$ cat config.mk
export PLATFORM = sky130hd
export DESIGN_NAME = button_gesture_detector
export DESIGN_NICKNAME = d
export VERILOG_FILES = /design/src/rtl/bgd_pkg.sv /design/src/rtl/button_gesture_detector.sv /design/src/rtl/bgd_step.sv /design/src/rtl/bgd_key_bank.sv
export SDC_FILE = /design/constraint.sdc
export NUM_CORES = 1
export LEC_CHECK = 0
export BUFFER_PORTS_ARGS = -buffer_cell sky130_fd_sc_hd__clkbuf_2
export CAP_MARGIN = 20
export CORE_MARGIN = 1
export CORE_UTILIZATION = 65
export CTS_CLUSTER_SIZE = 12
export DETAILED_ROUTE_END_ITERATION = 6
export HOLD_SLACK_MARGIN = 0.05
export PLACE_DENSITY = 0.91
export SYNTH_ARGS = -nofsm -noshare
export SYNTH_HDL_FRONTEND = slang
export SYNTH_HIERARCHICAL = 1
export SYNTH_SLANG_ARGS = --single-unit
$ cat constraint.sdc
create_clock -name clk -period 23.9 [get_ports clk]
set_input_delay 1.195 -clock clk [delete_from_list [all_inputs] [get_ports clk]]
set_output_delay 1.195 -clock clk [all_outputs]
set_load 0.005 [all_outputs]
$ cat src/rtl/bgd_pkg.sv
`timescale 1ns / 1ps
`default_nettype none

package bgd_pkg;

  // Field widths fixed by the interface
  localparam int KEY_W    = 3;
  localparam int KIND_W   = 2;
  localparam int TICK_W   = 16;
  localparam int CFG_IDX_W = 3;
  localparam int CFG_DATA_W = 16;

  // Register reset values and the tick counter limit
  localparam logic [TICK_W-1:0] CLICK_MAX_RST  = 16'h2500;
  localparam logic [TICK_W-1:0] DOUBLE_GAP_RST = 16'h0050;
  localparam logic [TICK_W-1:0] LONG_PRESS_RST = 16'h4000;
  localparam logic [TICK_W-1:0] REPEAT_RST     = 16'h0500;
  localparam logic [TICK_W-1:0] TICK_MAX       = 16'hffff;

  // Configuration register indexes
  typedef enum logic [CFG_IDX_W-1:0] {
    REG_CLICK_MAX    = 3'd0,
    REG_DOUBLE_GAP   = 3'd1,
    REG_LONG_PRESS   = 3'd2,
    REG_REPEAT       = 3'd3,
    REG_DOUBLE_EN    = 3'd4
  } cfg_reg_t;

  // Event codes
  typedef enum logic [KIND_W-1:0] {
    EV_CLICK  = 2'd0,
    EV_DOUBLE = 2'd1,
    EV_LONG   = 2'd2,
    EV_REPEAT = 2'd3
  } ev_kind_t;

  // Per-key gesture state, one-hot
  typedef enum logic [4:0] {
    GS_IDLE   = 5'b00001,
    GS_PRESS  = 5'b00010,
    GS_HELD   = 5'b00100,
    GS_GAP    = 5'b01000,
    GS_SECOND = 5'b10000
  } gest_state_t;

  typedef struct packed {
    logic [KEY_W-1:0] key_index;
    logic             key_pressed;
  } in_req_t;

  typedef struct packed {
    logic [KEY_W-1:0]  event_key;
    logic [KIND_W-1:0] event_kind;
  } out_req_t;

  typedef struct packed {
    logic [TICK_W-1:0] click_max;
    logic [TICK_W-1:0] double_gap;
    logic [TICK_W-1:0] long_press;
    logic [TICK_W-1:0] repeat_ivl;
    logic              double_en;
  } cfg_t;

  typedef struct packed {
    gest_state_t       gst;
    logic [TICK_W-1:0] press_ticks;
    logic [TICK_W-1:0] gap_ticks;
    logic [TICK_W-1:0] second_ticks;
  } key_rec_t;

  // Result of one gesture update
  typedef struct packed {
    logic     fire;
    ev_kind_t kind;
  } step_evt_t;

endpackage

`default_nettype wire

$ cat src/rtl/button_gesture_detector.sv
`timescale 1ns / 1ps
`default_nettype none

// Channel   Direction  Handshake          Payload
// in_       input      in_valid/in_stall  in_req  (key_index, key_pressed)
// out_      output     out_valid/out_stall out_evt (event_key, event_kind)
// cfg_      input      cfg_we             cfg_index, cfg_wdata
//
// One sample per cycle sustained while the input does not stall: a sample is
// registered, then its key's record is updated and any event goes to the
// output register, from which the event is valid.
// Synchronous reset puts every key idle with zeroed counters and loads the
// register defaults. A stalled output holds the event; input stalls only
// when a pending sample has an event and the output register stays full.

module button_gesture_detector
  import bgd_pkg::*;
#(
  parameter int NUM_KEYS = 8
) (
  input  logic                  clk,
  input  logic                  rst_n,
  input  logic                  in_valid,
  output logic                  in_stall,
  input  in_req_t               in_req,
  output logic                  out_valid,
  input  logic                  out_stall,
  output out_req_t              out_evt,
  input  logic                  cfg_we,
  input  logic [CFG_IDX_W-1:0]  cfg_index,
  input  logic [CFG_DATA_W-1:0] cfg_wdata
);

  // Only keys that the 3-bit index can reach need storage
  localparam int MAX_KEYS = 1 << KEY_W;
  localparam int SLOTS    = (NUM_KEYS < MAX_KEYS) ? NUM_KEYS : MAX_KEYS;
  localparam int IDX_W    = (SLOTS > 1) ? $clog2(SLOTS) : 1;

  cfg_t      cfg_r;
  logic      in_valid_r;
  in_req_t   in_req_r;
  logic      out_valid_r;
  out_req_t  out_evt_r;

  logic             key_ok;
  logic [IDX_W-1:0] key_idx;
  key_rec_t         cur_rec;
  key_rec_t         nxt_rec;
  step_evt_t        evt;
  logic             out_free;
  logic             advance;

  // Configuration registers
  always_ff @(posedge clk) begin
    if (!rst_n) begin
      cfg_r.click_max  <= CLICK_MAX_RST;
      cfg_r.double_gap <= DOUBLE_GAP_RST;
      cfg_r.long_press <= LONG_PRESS_RST;
      cfg_r.repeat_ivl <= REPEAT_RST;
      cfg_r.double_en  <= 1'b0;
    end else if (cfg_we) begin
      case (cfg_reg_t'(cfg_index))
        REG_CLICK_MAX:  cfg_r.click_max  <= cfg_wdata;
        REG_DOUBLE_GAP: cfg_r.double_gap <= cfg_wdata;
        REG_LONG_PRESS: cfg_r.long_press <= cfg_wdata;
        REG_REPEAT:     cfg_r.repeat_ivl <= cfg_wdata;
        REG_DOUBLE_EN:  cfg_r.double_en  <= cfg_wdata[0];
        default: ;
      endcase
    end
  end

  // Pending sample: key indexes of NUM_KEYS and above are dropped with no effect
  assign key_ok  = (32'(in_req_r.key_index) < NUM_KEYS);
  assign key_idx = IDX_W'(in_req_r.key_index);

  bgd_key_bank #(
    .SLOTS (SLOTS)
  ) u_bank (
    .clk    (clk),
    .rst_n  (rst_n),
    .rd_idx (key_idx),
    .rd_rec (cur_rec),
    .wr_en  (advance && key_ok),
    .wr_idx (key_idx),
    .wr_rec (nxt_rec)
  );

  bgd_step u_step (
    .cur     (cur_rec),
    .pressed (in_req_r.key_pressed),
    .cfg     (cfg_r),
    .nxt     (nxt_rec),
    .evt     (evt)
  );

  // Sample retires unless its event cannot enter the output register
  assign out_free = !out_valid_r || !out_stall;
  assign advance  = in_valid_r && (!(evt.fire && key_ok) || out_free);
  assign in_stall = in_valid_r && !advance;

  // Input register
  always_ff @(posedge clk) begin
    if (!rst_n) begin
      in_valid_r <= 1'b0;
    end else if (!in_stall) begin
      in_valid_r <= in_valid;
    end
  end

  always_ff @(posedge clk) begin
    if (in_valid && !in_stall) begin
      in_req_r <= in_req;
    end
  end

  // Output register
  always_ff @(posedge clk) begin
    if (!rst_n) begin
      out_valid_r <= 1'b0;
    end else if (out_free) begin
      out_valid_r <= advance && evt.fire && key_ok;
    end
  end

  always_ff @(posedge clk) begin
    if (out_free && advance && evt.fire && key_ok) begin
      out_evt_r.event_key  <= in_req_r.key_index;
      out_evt_r.event_kind <= evt.kind;
    end
  end

  assign out_valid = out_valid_r;
  assign out_evt   = out_evt_r;

endmodule

`default_nettype wire

$ cat src/rtl/bgd_step.sv
`timescale 1ns / 1ps
`default_nettype none

module bgd_step
  import bgd_pkg::*;
(
  input  key_rec_t  cur,
  input  logic      pressed,
  input  cfg_t      cfg,
  output key_rec_t  nxt,
  output step_evt_t evt
);

  logic [TICK_W-1:0] press_inc;
  logic [TICK_W-1:0] gap_inc;
  logic [TICK_W-1:0] second_inc;

  // Saturating tick counters
  assign press_inc  = (cur.press_ticks == TICK_MAX) ? cur.press_ticks :
                      cur.press_ticks + 1'b1;
  assign gap_inc    = (cur.gap_ticks == TICK_MAX) ? cur.gap_ticks :
                      cur.gap_ticks + 1'b1;
  assign second_inc = (cur.second_ticks == TICK_MAX) ? cur.second_ticks :
                      cur.second_ticks + 1'b1;

  // Gesture transitions
  always_comb begin
    nxt      = cur;
    evt.fire = 1'b0;
    evt.kind = EV_CLICK;
    case (cur.gst)
      GS_IDLE: begin
        if (pressed) begin
          nxt.press_ticks = '0;
          nxt.gst         = GS_PRESS;
        end
      end
      GS_PRESS: begin
        if (pressed) begin
          nxt.press_ticks = press_inc;
          if (press_inc >= cfg.long_press) begin
            nxt.press_ticks = '0;
            nxt.gst         = GS_HELD;
            evt.fire        = 1'b1;
            evt.kind        = EV_LONG;
          end
        end else if (cur.press_ticks > cfg.click_max) begin
          nxt.gst = GS_IDLE;
        end else begin
          nxt.gap_ticks = '0;
          nxt.gst       = GS_GAP;
        end
      end
      GS_HELD: begin
        if (pressed) begin
          nxt.press_ticks = press_inc;
          if (press_inc >= cfg.repeat_ivl) begin
            nxt.press_ticks = '0;
            evt.fire        = 1'b1;
            evt.kind        = EV_REPEAT;
          end
        end else begin
          nxt.gst = GS_IDLE;
        end
      end
      GS_GAP: begin
        if (!pressed) begin
          nxt.gap_ticks = gap_inc;
          if (gap_inc > cfg.double_gap) begin
            nxt.gst  = GS_IDLE;
            evt.fire = 1'b1;
            evt.kind = EV_CLICK;
          end
        end else if (cfg.double_en) begin
          nxt.second_ticks = '0;
          nxt.gst          = GS_SECOND;
        end
      end
      GS_SECOND: begin
        if (pressed) begin
          nxt.second_ticks = second_inc;
        end else begin
          nxt.gst = GS_IDLE;
          if (cur.second_ticks <= cfg.click_max) begin
            evt.fire = 1'b1;
            evt.kind = EV_DOUBLE;
          end
        end
      end
      default: begin
        nxt.gst = GS_IDLE;
      end
    endcase
  end

endmodule

`default_nettype wire

$ cat src/rtl/bgd_key_bank.sv
`timescale 1ns / 1ps
`default_nettype none

module bgd_key_bank
  import bgd_pkg::*;
#(
  parameter int SLOTS = 8,
  localparam int IDX_W = (SLOTS > 1) ? $clog2(SLOTS) : 1
) (
  input  logic             clk,
  input  logic             rst_n,
  input  logic [IDX_W-1:0] rd_idx,
  output key_rec_t         rd_rec,
  input  logic             wr_en,
  input  logic [IDX_W-1:0] wr_idx,
  input  key_rec_t         wr_rec
);

  key_rec_t rec_r [SLOTS];

  // Read the addressed key's record
  assign rd_rec = rec_r[rd_idx];

  // Per-key records, all idle and zero after reset
  always_ff @(posedge clk) begin
    if (!rst_n) begin
      for (int i = 0; i < SLOTS; i++) begin
        rec_r[i].gst          <= GS_IDLE;
        rec_r[i].press_ticks  <= '0;
        rec_r[i].gap_ticks    <= '0;
        rec_r[i].second_ticks <= '0;
      end
    end else if (wr_en) begin
      rec_r[wr_idx] <= wr_rec;
    end
  end

endmodule

`default_nettype wire

==> key figures <==
Power
  • Total power after layout: 2.01 mW
  • Worst vdd ir: 58.0 uV
  • P_int: 1.50 mW
  • Switching share of total power: 25.6%
  • Pleak: 9.51 nW
  • Comb pwr share: 12.4%
  • Cell area power density: 72.7 nW/um^2
  • Sequential power share: 49.1%
  • Net Switching: 0.516 mW
  • Power share of the clock group: 38.5%

Setup path
  • Crit path largest cell delay: 0.82 ns
  • Worst path slowest cell: buf_4
  • Max Fanout on Critical Path: 90
  • Top delay family on crit path: buffers and inverters
  • Critical path class: reg2reg
  • Critical Path End Type: flip-flop
  • Worst path bufs/invs: 4
  • Startpoint types: flip-flop
  • Worst Path Arrival: 8.84 ns
  • Critical Path RT: 24.31 ns
  • Worst path cell trace: buf_4 > buf_4 > mux4_2 > mux2_4 > nand4_1 > nor3_2 > and2_1 > mux2_2 > ha_1 > nor2b_1 > o211ai_1 > a21oi_1 > a2111oi_0 > o211ai_1 > nand3_1 > nand4_1 > a31oi_1 > nand3_4 > buf_4 > buf_4 > nor3_1
  • Most common cell on crit path: buf_4

Cells and area
  • Layout cells sized above 1: 15.0%
  • Reg area: 14300 um^2
  • Commonest non-fill, non-tap cells in the layout: 433 x edfxtp_1, 433 x nor3_1, 141 x nand2_1
  • # diodes: 0
  • Design Area, Final: 27700 um^2
  • Multi-input logic area: 10300 um^2
  • P&R area growth vs syn: 7.77%
  • Final #Nets: 2134
  • FILL cells: 2436

Global route
  • Grt ovf: 0
  • First-pass GRT wire length: 103000 um
  • Total GRT Usage: 33.4%
  • Vias in the first global route: 18060
  • Largest net degree at the start of global routing: 112
  • Initial antenna violation count: 0

Logic synthesis
  • XOR/XNOR Fraction of Synth Area: 0.715%
  • Synthesized flop and latch total: 500
  • Largest family of logic cells by synthesized area: multiplexers
  • Synth Area in Simple Gates: 14.9%
  • Sequential-to-total area share from yosys stat: 55.8%
  • YS warnings: 6
  • Count of cell types in the netlist: 76
  • Share of flip-flops with an asynchronous set or reset: 0%
  • Syn Std Cell Area: 25700 um^2
  • Syn Inst Count: 2069
  • Mux cell area share after synthesis: 15.1%
  • Mean area per synthesized cell: 12.4 um^2
  • Adder-cell share of the synthesized area: 4.04%
  • EDFF count, synth: 433
  • Synth Area in Compound Gates: 4.53%
  • Syn_nets: 2180
  • Main synth FF type: edfxtp_1

Floorplanning
  • Initial cell density of the core: 66.2%
  • Row cnt: 72
  • Die ar.: 40400 um^2
  • Die X: 201 um
  • I/O pin total: 35
  • DIE HEIGHT: 201 um
  • Core Box Area: 38800 um^2

Route
  • Routed Wire Length: 66900 um
  • Iteration-0 DRC Markers: 2095
  • Vias: 18129
  • DRC: 0
  • Antenna viol nets, final: 0
  • 1st-pass router iterations: 6
  • Vias per cell: 7.03
  • DR WL/cell: 25.9 um

Timing
  • Hold_ws: 0.462 ns
  • F_max: 119 MHz
  • Max-slew violation count: 0
  • RSZ-0062 raised after global routing: false
  • Final hold viol count: 0
  • Min Tclk post-route: 8.43 ns
  • # setup viols final: 0
  • Worst Tran Pin Value: 1.14 ns
  • Clock Skew: 0.0305 ns
  • Worst rel slew slack: 24.2%
  • Total negative slack: 0 ns
  • Fin crit share: 35.3%

Placement
  • Post-DP Area: 26100 um^2
  • Post-DP HPWL: 39400 um
  • PortBufs: 34
  • Final GP Congestion: 0.929

Clock tree
  • Cts bufs inserted: 53
  • Hold Buf Count CTS: 0
  • Postcts setup bufs: 0
  • CTS resizes: 0
  • Clk buf depth: 3
  • H-tree depth: 2
  • Clk_lat worst skew: 0.63 ns
  • Clock Pin Slew Worst Setup and Hold Paths: 0.06 ns
  • # clock sinks: 500
  • TritonCTS clock tree: built
  • Clk root buf: clkbuf_16

Flow run
  • Max Cap Violations: 0

Outcome
  • Status: finished, final reports clean

Min path
  • Worst hold path class: reg2reg
per-layer routing:
metal / global-route usage (%) / routed length [um] / vias to the layer above
met5: 0 / 0 / -
met4: 15.4 / 2670 / 0
met3: 6.62 / 7350 / 239
met2: 53.3 / 31400 / 1273
met1: 44.6 / 25500 / 8828
li1: - / - / 7789
synthesized netlist by cell type, types with 4 or more instances:
master    number  area share, %
xnor2_1       11           0.37
inv_1         72            1.1
buf_12         5           0.39
mux4_1         8           0.82
buf_6          7           0.31
ha_1          83            4.0
mux4_2        98            8.6
nor2_1        35           0.51
nand4_1       27           0.66
buf_1          8           0.12
buf_2         24           0.47
clkbuf_1     114            1.7
o31ai_1        7           0.20
mux2i_1       68            2.6
dfxtp_1       67            5.2
clkinv_1      53           0.77
a21oi_1       43           0.84
xor2_1        10           0.34
nor3_1       433            8.4
a21o_1         9           0.26
or3_1         11           0.27
and3_1        13           0.32
a22o_1        11           0.37
a31oi_1        7           0.17
buf_4          4           0.12
mux2_4        40            2.3
nor2b_1       21           0.51
and4_1         5           0.17
o21ai_0       53            1.0
nand3b_1       4           0.12
mux2_2        17           0.74
o211ai_1       4           0.12
edfxtp_1     433             51
nor4_1         9           0.22
o21a_1         7           0.20
nand2b_1       8           0.19
nand2_1      142            2.1
a211o_1        4           0.14
and2_1         4          0.097
nand3_1       39           0.76
flip-flops by register name (all words and copies together) (netlist names):
name / flops
u_bank/rec_r: 424
out_valid: 1
in_req_r: 1
out_evt: 5
key_idx: 3
cfg_r: 65
in_valid_r: 1
power by group through the flow:
| stage | logic [mW] | clock network [mW] | registers (mW) |
|---|---|---|---|
| 2_1_floorplan | 0.175 | 0 | 1.01 |
| 6_report | 0.251 | 0.775 | 0.989 |
| 5_1_grt | 0.267 | 0.810 | 0.991 |
| 4_1_cts | 0.244 | 0.780 | 0.988 |
| 3_3_place_gp | 0.234 | 0 | 1.00 |
| 3_5_place_dp | 0.242 | 0 | 1.01 |
path summary, 6_finish.rpt:
kind	from	endpoint	slack (ns)	cells past startpoint
worst max-delay path	key_idx[2]	u_bank/rec_r[3][25]	15.47	21
worst min-delay path	cfg_r[32]	cfg_r[32]	0.46	2
worst max register to register	key_idx[2]	u_bank/rec_r[3][25]	15.47	21
worst min register to register	cfg_r[32]	cfg_r[32]	0.46	2
cells by family (layout without fill, tap and decap cells):
logic type      count (synthesis)  in the layout
simple gates                  769            769
fa+ha+maj                      83             83
mux                           231            231
flops                         500            500
buf+inv                       287            279
compound gates                178            178
xor+xnor                       21             21
worst reg2reg max path, cell delays in order, from the launching register on:
cell	delay (ns)
edfxtp_1	0.32
buf_4	0.82
buf_4	0.75
mux4_2	0.39
mux2_4	0.20
nand4_1	0.31
nor3_2	0.39
and2_1	0.35
mux2_2	0.39
ha_1	0.29
nor2b_1	0.14
o211ai_1	0.15
a21oi_1	0.09
a2111oi_0	0.41
o211ai_1	0.17
nand3_1	0.27
nand4_1	0.23
a31oi_1	0.39
nand3_4	0.51
buf_4	0.65
buf_4	0.58
nor3_1	0.41
layout make-up:
cell class / count / area share, %
flip-flops and latches: 500 / 51.8
clock buffers: 72 / 5.11
repair buffers: 61 / 1.43
well taps: 518 / 2.34
inverters: 125 / 1.69
multi-input cells: 1282 / 37.0
clock inverters: 21 / 0.659
through the flow:
| step | cells | setup WS (ns) | utilization (%) |
|---|---|---|---|
| final | 2579 | 15.47 | 71.4 |
| after global routing | 2579 | 15.19 | 71.4 |
| after CTS | 2578 | 15.75 | 71.3 |
| after detailed placement | 2485 | 15.87 | 67.2 |
| after global placement | 2485 | 15.98 | 67.2 |
| after floorplan | 2069 | 14.73 | - |
(Power assumes the default switching activity.)
